`src/rtl/cbor_pkg.sv`:
```
// Package for the CAN bus-off recovery supervisor: types, state codes, constants.
package cbor_pkg;

  localparam int unsigned TimerW = 16;
  localparam int unsigned CountW = 8;
  localparam int unsigned CfgIdxW = 2;
  localparam int unsigned CfgDataW = 16;

  localparam logic [TimerW-1:0] TimerMax = 16'hFFFF;
  localparam logic [TimerW-1:0] WatchTicks = 16'd100;

  // Recovery states
  localparam logic [1:0] StCheck = 2'd0;
  localparam logic [1:0] StFast  = 2'd1;
  localparam logic [1:0] StSlow  = 2'd2;
  localparam logic [1:0] StWatch = 2'd3;

  // Item function codes
  localparam logic FuncTick = 1'b0;
  localparam logic FuncPoll = 1'b1;

  // Register indexes
  localparam logic [CfgIdxW-1:0] RegFastWait   = 2'd0;
  localparam logic [CfgIdxW-1:0] RegSlowWait   = 2'd1;
  localparam logic [CfgIdxW-1:0] RegFastTries  = 2'd2;
  localparam logic [CfgIdxW-1:0] RegHoldoff    = 2'd3;

  typedef struct packed {
    logic [TimerW-1:0] fast_wait_ticks;
    logic [TimerW-1:0] slow_wait_ticks;
    logic [CountW-1:0] fast_attempts;
    logic [TimerW-1:0] startup_holdoff;
  } cbor_cfg_t;

  typedef struct packed {
    logic              func;
    logic              bus_off_flag;
    logic [CountW-1:0] bus_off_count;
  } cbor_item_t;

  typedef struct packed {
    logic [1:0]        off_state;
    logic [TimerW-1:0] off_timer;
    logic [TimerW-1:0] startup_timer;
  } cbor_state_t;

  typedef struct packed {
    logic [1:0] recovery_state;
    logic       in_bus_off;
    logic       go_off_bus;
    logic       reinit_controller;
    logic       recovered;
  } cbor_res_t;

endpackage

```
`src/rtl/cbor_step.sv`:
```
// Next-state and result logic for one tick or poll item.
module cbor_step (
  input  cbor_pkg::cbor_cfg_t   cfg_i,
  input  cbor_pkg::cbor_state_t cur_i,
  input  cbor_pkg::cbor_item_t  item_i,
  output cbor_pkg::cbor_state_t nxt_o,
  output cbor_pkg::cbor_res_t   res_o
);
  import cbor_pkg::*;

  logic go_off, reinit, recov;

  always_comb begin
    nxt_o  = cur_i;
    go_off = 1'b0;
    reinit = 1'b0;
    recov  = 1'b0;
    if (item_i.func == FuncTick) begin
      // both counters saturate
      if (cur_i.startup_timer != TimerMax) begin
        nxt_o.startup_timer = cur_i.startup_timer + TimerW'(1);
      end
      if (cur_i.off_timer != TimerMax) begin
        nxt_o.off_timer = cur_i.off_timer + TimerW'(1);
      end
    end else begin
      case (cur_i.off_state)
        StCheck: begin
          if (item_i.bus_off_flag && (cur_i.startup_timer > cfg_i.startup_holdoff)) begin
            go_off = 1'b1;
            nxt_o.off_timer = '0;
            nxt_o.off_state = (cfg_i.fast_attempts != '0) ? StFast : StSlow;
          end
        end
        StFast: begin
          if (cur_i.off_timer >= cfg_i.fast_wait_ticks) begin
            reinit = 1'b1;
            nxt_o.off_timer = '0;
            nxt_o.off_state = StWatch;
          end
        end
        StSlow: begin
          if (cur_i.off_timer >= cfg_i.slow_wait_ticks) begin
            reinit = 1'b1;
            nxt_o.off_timer = '0;
            nxt_o.off_state = StWatch;
          end
        end
        default: begin
          // new bus-off beats end of watch
          if (item_i.bus_off_flag) begin
            go_off = 1'b1;
            nxt_o.off_timer = '0;
            nxt_o.off_state = (item_i.bus_off_count <= cfg_i.fast_attempts) ? StFast : StSlow;
          end else if (cur_i.off_timer >= WatchTicks) begin
            recov = 1'b1;
            nxt_o.off_state = StCheck;
          end
        end
      endcase
    end
  end

  assign res_o.recovery_state    = nxt_o.off_state;
  assign res_o.in_bus_off        = (nxt_o.off_state != StCheck);
  assign res_o.go_off_bus        = go_off;
  assign res_o.reinit_controller = reinit;
  assign res_o.recovered         = recov;

endmodule

```
`src/rtl/can_bus_off_recovery.sv`:
```
// Top level of the CAN bus-off recovery supervisor.
// Takes one item per clock while not stalled: a tick (func 0) advances the
// start-up and bus-off timers, both saturating at 65535; a poll (func 1) runs
// the four-state recovery machine (check, fast wait, slow wait, recovery watch)
// and may raise one of the go_off_bus, reinit_controller or recovered pulses
// in its result. Every item yields exactly one result item. An item passes an
// input register, then a single layer of compare/increment logic that also
// updates the machine state, then a result register; out_valid_o rises once
// the item is in the result register, and throughput is one item per cycle
// while out_stall_i is low.
// The input side stalls only when both the input and the result register are
// full and the result is held. Registers are written through cfg_we_i /
// cfg_idx_i / cfg_data_i (0 fast wait, 1 slow wait, 2 fast attempts using the
// low 8 bits, 3 start-up hold-off) and should only change while idle.
module can_bus_off_recovery (
  input  logic                           clk_i,
  input  logic                           rst_ni,
  // item input
  input  logic                           in_valid_i,
  output logic                           in_stall_o,
  input  logic                           func_i,
  input  logic                           bus_off_flag_i,
  input  logic [7:0]                     bus_off_count_i,
  // result output
  output logic                           out_valid_o,
  input  logic                           out_stall_i,
  output logic [1:0]                     recovery_state_o,
  output logic                           in_bus_off_o,
  output logic                           go_off_bus_o,
  output logic                           reinit_controller_o,
  output logic                           recovered_o,
  // register writes
  input  logic                           cfg_we_i,
  input  logic [cbor_pkg::CfgIdxW-1:0]   cfg_idx_i,
  input  logic [cbor_pkg::CfgDataW-1:0]  cfg_data_i
);
  import cbor_pkg::*;

  cbor_cfg_t   cfg_q, cfg_d;
  cbor_state_t st_q, st_nxt;
  cbor_item_t  item_q;
  cbor_res_t   res_q, res_nxt;
  logic        in_vld_q, out_vld_q;
  logic        advance, in_take;

  // result register free, or being emptied this cycle
  assign advance    = in_vld_q && (!out_vld_q || !out_stall_i);
  assign in_stall_o = in_vld_q && !advance;
  assign in_take    = in_valid_i && !in_stall_o;

  // register file
  always_comb begin
    cfg_d = cfg_q;
    if (cfg_we_i) begin
      case (cfg_idx_i)
        RegFastWait:  cfg_d.fast_wait_ticks = cfg_data_i;
        RegSlowWait:  cfg_d.slow_wait_ticks = cfg_data_i;
        RegFastTries: cfg_d.fast_attempts   = cfg_data_i[CountW-1:0];
        RegHoldoff:   cfg_d.startup_holdoff = cfg_data_i;
        default:      cfg_d = cfg_q;
      endcase
    end
  end

  always_ff @(posedge clk_i or negedge rst_ni) begin
    if (!rst_ni) begin
      cfg_q.fast_wait_ticks <= 16'd10;
      cfg_q.slow_wait_ticks <= 16'd100;
      cfg_q.fast_attempts   <= 8'd5;
      cfg_q.startup_holdoff <= 16'd50;
    end else begin
      cfg_q <= cfg_d;
    end
  end

  // input register
  always_ff @(posedge clk_i or negedge rst_ni) begin
    if (!rst_ni) begin
      in_vld_q <= 1'b0;
    end else if (in_take) begin
      in_vld_q <= 1'b1;
    end else if (advance) begin
      in_vld_q <= 1'b0;
    end
  end

  always_ff @(posedge clk_i) begin
    if (in_take) begin
      item_q.func          <= func_i;
      item_q.bus_off_flag  <= bus_off_flag_i;
      item_q.bus_off_count <= bus_off_count_i;
    end
  end

  cbor_step u_step (
    .cfg_i  (cfg_q),
    .cur_i  (st_q),
    .item_i (item_q),
    .nxt_o  (st_nxt),
    .res_o  (res_nxt)
  );

  // machine state moves once per item, as the item enters the result register
  always_ff @(posedge clk_i or negedge rst_ni) begin
    if (!rst_ni) begin
      st_q.off_state     <= StCheck;
      st_q.off_timer     <= '0;
      st_q.startup_timer <= '0;
    end else if (advance) begin
      st_q <= st_nxt;
    end
  end

  // result register
  always_ff @(posedge clk_i or negedge rst_ni) begin
    if (!rst_ni) begin
      out_vld_q <= 1'b0;
    end else if (advance) begin
      out_vld_q <= 1'b1;
    end else if (!out_stall_i) begin
      out_vld_q <= 1'b0;
    end
  end

  always_ff @(posedge clk_i) begin
    if (advance) begin
      res_q <= res_nxt;
    end
  end

  assign out_valid_o         = out_vld_q;
  assign recovery_state_o    = res_q.recovery_state;
  assign in_bus_off_o        = res_q.in_bus_off;
  assign go_off_bus_o        = res_q.go_off_bus;
  assign reinit_controller_o = res_q.reinit_controller;
  assign recovered_o         = res_q.recovered;

endmodule

```
`config.mk`:
```
export PLATFORM = sky130hd
export DESIGN_NAME = can_bus_off_recovery
export DESIGN_NICKNAME = d
export VERILOG_FILES = /design/src/rtl/cbor_pkg.sv /design/src/rtl/cbor_step.sv /design/src/rtl/can_bus_off_recovery.sv
export SDC_FILE = /design/constraint.sdc
export NUM_CORES = 1
export LEC_CHECK = 0
export BUFFER_PORTS_ARGS = -buffer_cell sky130_fd_sc_hd__buf_2
export CORE_ASPECT_RATIO = 1.2
export CORE_UTILIZATION = 55
export CTS_CLUSTER_SIZE = 28
export DETAILED_ROUTE_END_ITERATION = 7
export MAX_ROUTING_LAYER = met4
export PLACE_DENSITY = 0.76
export SKIP_CTS_REPAIR_TIMING = 1
export SYNTH_ARGS = -nofsm -noshare
export SYNTH_HDL_FRONTEND = slang
export SYNTH_SLANG_ARGS = --single-unit
```
`constraint.sdc`:
```
create_clock -name clk_i -period 2.55 [get_ports clk_i]
set_clock_uncertainty 0.1 [all_clocks]
set_input_delay 0.51 -clock clk_i [delete_from_list [all_inputs] [get_ports clk_i]]
set_output_delay 0.51 -clock clk_i [all_outputs]
set_load 0.02 [all_outputs]
```
# Word-level counts from Yosys, hierarchy flattened
# Index checks and enable logic that the tools add are counted.
# classes
addsub	2
magnitude_cmp	5
n_eq_ne	12
muxes	23
n_bitwise	1
reduce_logical	23
# ops
operator	n
2-to-1 mux 18 bit	3
one-hot mux 18 bit (3 select lines)	1
2-to-1 mux 16 bit	3
adder 16 x 1 -> 16 bit, second input constant	2
greater-or-equal comparator 16 bit	2
!= test 16 bit, second input constant	2
greater-or-equal comparator 16 x 7 -> 1 bit, second input constant	1
> comparator 16 bit	1
2-to-1 mux 2 bit	5
2-to-1 mux 1 bit	9
!= test 3 x 2 -> 1 bit, second input constant	3
less-or-equal comparator 8 bit	1
AND reduction 2 bit	4
nonzero test 8 bit	1
equality test 2 bit, second input constant	3
AND reduction 6 bit	1
nonzero test 2 bit	3
!= test 5 x 2 -> 1 bit, second input constant	1
OR reduction 5 bit	1
equality test 2 x 1 -> 1 bit, second input constant	2
logical AND 1 bit	4
logical NOT 1 bit	4
logical NOT 2 bit	2
one-hot mux 1 bit (2 select lines)	2
5 further kinds	5
# word_totals
regBits	108
word_cells	83

# Longest topological paths before layout
# logic_depth
word_depth	8
depth_mapped	11
ltp_nobuf	10

# Cells and area by module
# A second synthesis with hierarchy kept.
# unflattened
cells_unflattened	601
area_unflattened_um2	6556.3
# modules_own_cells
mod	instances	cells_per_inst	area_each_um2
can_bus_off_recovery	1	214	3957.5
cbor_step	1	387	2598.7

# Least setup slack after synthesis
# OpenSTA, ideal clock, no wires.
# synth_path
path_kind	register -> register
startpoint	register cfg_q[13] (netlist bit)
endpoint	register res_q, in the netlist in_bus_off_o, data pin
setup_time_ns	0.277
t_arrival_ns	2.387
setup_slack_ns	-0.214
stages_incl_launch_ff	11
path_cell_list	dfrtp_1 > inv_1 > ha_1 > a21o_1 > a21o_1 > a2111o_1 > o311ai_2 > mux2i_1 > o211ai_1 > o32ai_1 > o211ai_1
# synth_lines
item	line_no	text
from (decl)	can_bus_off_recovery.sv:39	cbor_cfg_t cfg_q, cfg_d;
from (signal assigned)	can_bus_off_recovery.sv:72	cfg_q <= cfg_d;
to (signal assigned)	can_bus_off_recovery.sv:127	res_q <= res_nxt;
to (decl)	can_bus_off_recovery.sv:42	cbor_res_t res_q, res_nxt;

==> results.yml <==
yosys:
  synth.largest_area_cell: "dfrtp_1"
  yosysMostFrequentCell: "dfrtp_1"
  ys_types: 59
  syn_inst: 579
  synthesis.area_sq_mm: 0.00609
  synth-edff-count: 16
  ys_seq_area_share_pct: 45.9
  synthFlopType: "dfrtp_1"
  synthTopCellsByCount: "dfrtp_1, inv_1, ha_1, nand2_1, mux2_2"
  async_flop_share_pct: 85.2
  synth_nets: 676
  synth.avg_cell_area_sq_um: 10.5
  ys_ff_latch: 108
  synth.top_cells.by_area: "dfrtp_1, ha_1, mux2_2"
  yosys_warnings: 0
  yosys.area.top_type_share_pct: 33.7
finish:
  fin_util_pct: 69.9
  n_antenna_cell: 0
  drive_above_1_share_pct: 30.8
  finalNetCount: 786
  fill_cells: 762
  finalNonFillerCells: 823
  areaGrowthSynthToFinish_pct: 21.9
clocking:
  tritoncts: "done"
  clkSinkCount: 108
  cts-root-buf: "clkbuf_16"
  path_clk_slew_ns: 0.07
  h-tree-depth: 3
  clock_latency_ns: 0.35
  clk_path_buf_depth: 2
  cts_buffers: 9
sta:
  finalHoldViolCount: 0
  fmax_mhz: 344
  drv_slew: 0
  worst_pin_slew_ns: 0.578
  tns_ns: -4.91
  final.min_clock_period_ns: 2.91
  rsz0062_at_grt: "yes"
  fin_ws_ns: -0.360
  finalCritPeriodShare_pct: 114
  setup_viol: 22
  slew_headroom_pct: 61.4
worst_setup_path:
  critPathMaxFanout: 3
  end_kind: "flip-flop"
  path_class: "flip-flop to flip-flop"
  start_kind: "flip-flop"
  arrival_ns: 2.90
  cp.required_ns: 2.54
die:
  core_area_sq_mm: 0.0106
  die_h_um: 117
  ioPinCount: 41
  start_util_pct: 57.3
  fp.dieArea_sq_mm: 0.0115
  rows: 41
  fp.dieW_um: 98.0
global_route:
  grt_first_pass_wirelength_um: 23100
  first_global_vias: 4855
  antenna_found_initial: 0
  grt_overflow: 0
  grt_max_degree: 59
  grtUsageTotal_pct: 26.6
routing:
  drt-initial-drc-count: 232
  drt_first_pass_iters: 7
  ant_nets: 0
  via_per_inst: 5.85
  vias: 4816
  wire_per_inst_um: 17.9
  drc: 3
  drt-total-wl_um: 14700
worst_hold_path:
  hold_class: "input port to async pin"
outcome:
  violations: "DRC, setup timing"
  status: "finished with violations"
power_and_ir_drop:
  leakage_uw: 0.00358
  ir_worst_vdd_mv: 0.532
  power_density_mw_per_mm2: 780
flow_run:
  maxCapViolCount: 0
placement:
  place_hpwl_um: 10700
  port-buffer-count: 40
  placedCellCount: 800
  routabilityCongestion: 0.932
[flip-flops by register name (all words and copies together) (netlist names)]
signal / cells
cfg_q: 56
recovery_state_o: 2
item_q: 10
in_vld_q: 1
st_q: 34
go_off_bus_o: 1
in_bus_off_o: 1
recovered_o: 1
reinit_controller_o: 1
out_valid_o: 1
[worst max-delay path: stages, from the launching register on]
cell and delay [ns]:
dfrtp_1 0.40, ha_1 0.30, nand2b_1 0.16, a21o_1 0.18, a211oi_2 0.24, o211ai_1 0.13, a221o_1 0.44, o211a_1 0.26
o32ai_2 0.30, o211ai_1 0.14
[through the flow]
step	total power [uW]	worst slack (ns)	cell area [sq um]	hold WS [ns]
after detailed placement	4220	-0.334	6920	0.378
final	5790	-0.360	7420	0.0299
after floorplan	3490	-0.0399	6110	0.114
after global routing	6110	-0.505	7420	0.0680
after CTS	5590	-0.338	7200	0.0484
after global placement	4090	-0.233	6920	0.375
[placed cells by master (no fill, tap or decap), types with 10 or more instances in the layout]
master     Yosys  final
buf_2          1     39
nand3_1       14     14
inv_1         67     64
clkbuf_16      0     10
o21ai_0       24     23
buf_4          0     66
dfstp_2       10     10
ha_1          64     62
a21oi_1       28     27
nand4_1       10     10
mux2_2        43     42
dfrtp_1       82     82
nor3_1        20     20
nand2_1       48     47
nor2_1        31     31
edfxtp_1      16     16
[cell type report]
type                       instances  area, sq um  share of cell area (%)
clock inverter                     3         22.5                   0.304
timing repair buffer             110          756                    10.2
clock buffer                      13          262                    3.52
tap                              129          161                    2.18
inverter                          67          251                    3.39
multi-input combinational        393         3170                    42.7
sequential                       108         2800                    37.7
[power breakdown]
group          switching [uW]  internal (uW)  total (uW)
Clock                     628            726        1350
Combinational            1100            986        2090
Sequential                254           2090        2340
[logic make-up (layout without fill, tap and decap cells)]
logic type               after synthesis  in the layout  synth area share [%]
buffers and inverters                 78            193                  4.95
multiplexers                          46             46                  8.45
AND/OR/NAND/NOR                      158            158                  12.8
flip-flops                           108            108                  45.9
adder cells (fa/ha/maj)               64             64                  13.2
XOR/XNOR                              15             15                  2.16
AO/OA/AOI/OAI                        110            110                  12.6
[metal layers]
| layer | GRT usage, % | up-vias | wire (um) |
|---|---|---|---|
| met4 | 12.2 | 0 | 364 |
| met5 | - | - | 0 |
| met3 | 3.38 | 28 | 615 |
| li1 | - | 2273 | - |
| met1 | 29.9 | 2408 | 5790 |
| met2 | 47.7 | 107 | 7950 |
[worst paths after layout]
path	startpoint	to	slack [ns]	cells past startpoint
min in group clk_i	bus_off_flag_i	item_q[8]	0.23	1
worst max register to register	cfg_q[24]	in_bus_off_o	-0.36	9
worst min register to register	in_vld_q	out_valid_o	0.39	1
max in group asynchronous	rst_ni	cfg_q[4]	1.60	2
worst min-delay path	rst_ni	st_q[27]	0.03	1
worst max-delay path	cfg_q[24]	in_bus_off_o	-0.36	9
Note: power is estimated with default switching activity, not from simulation.
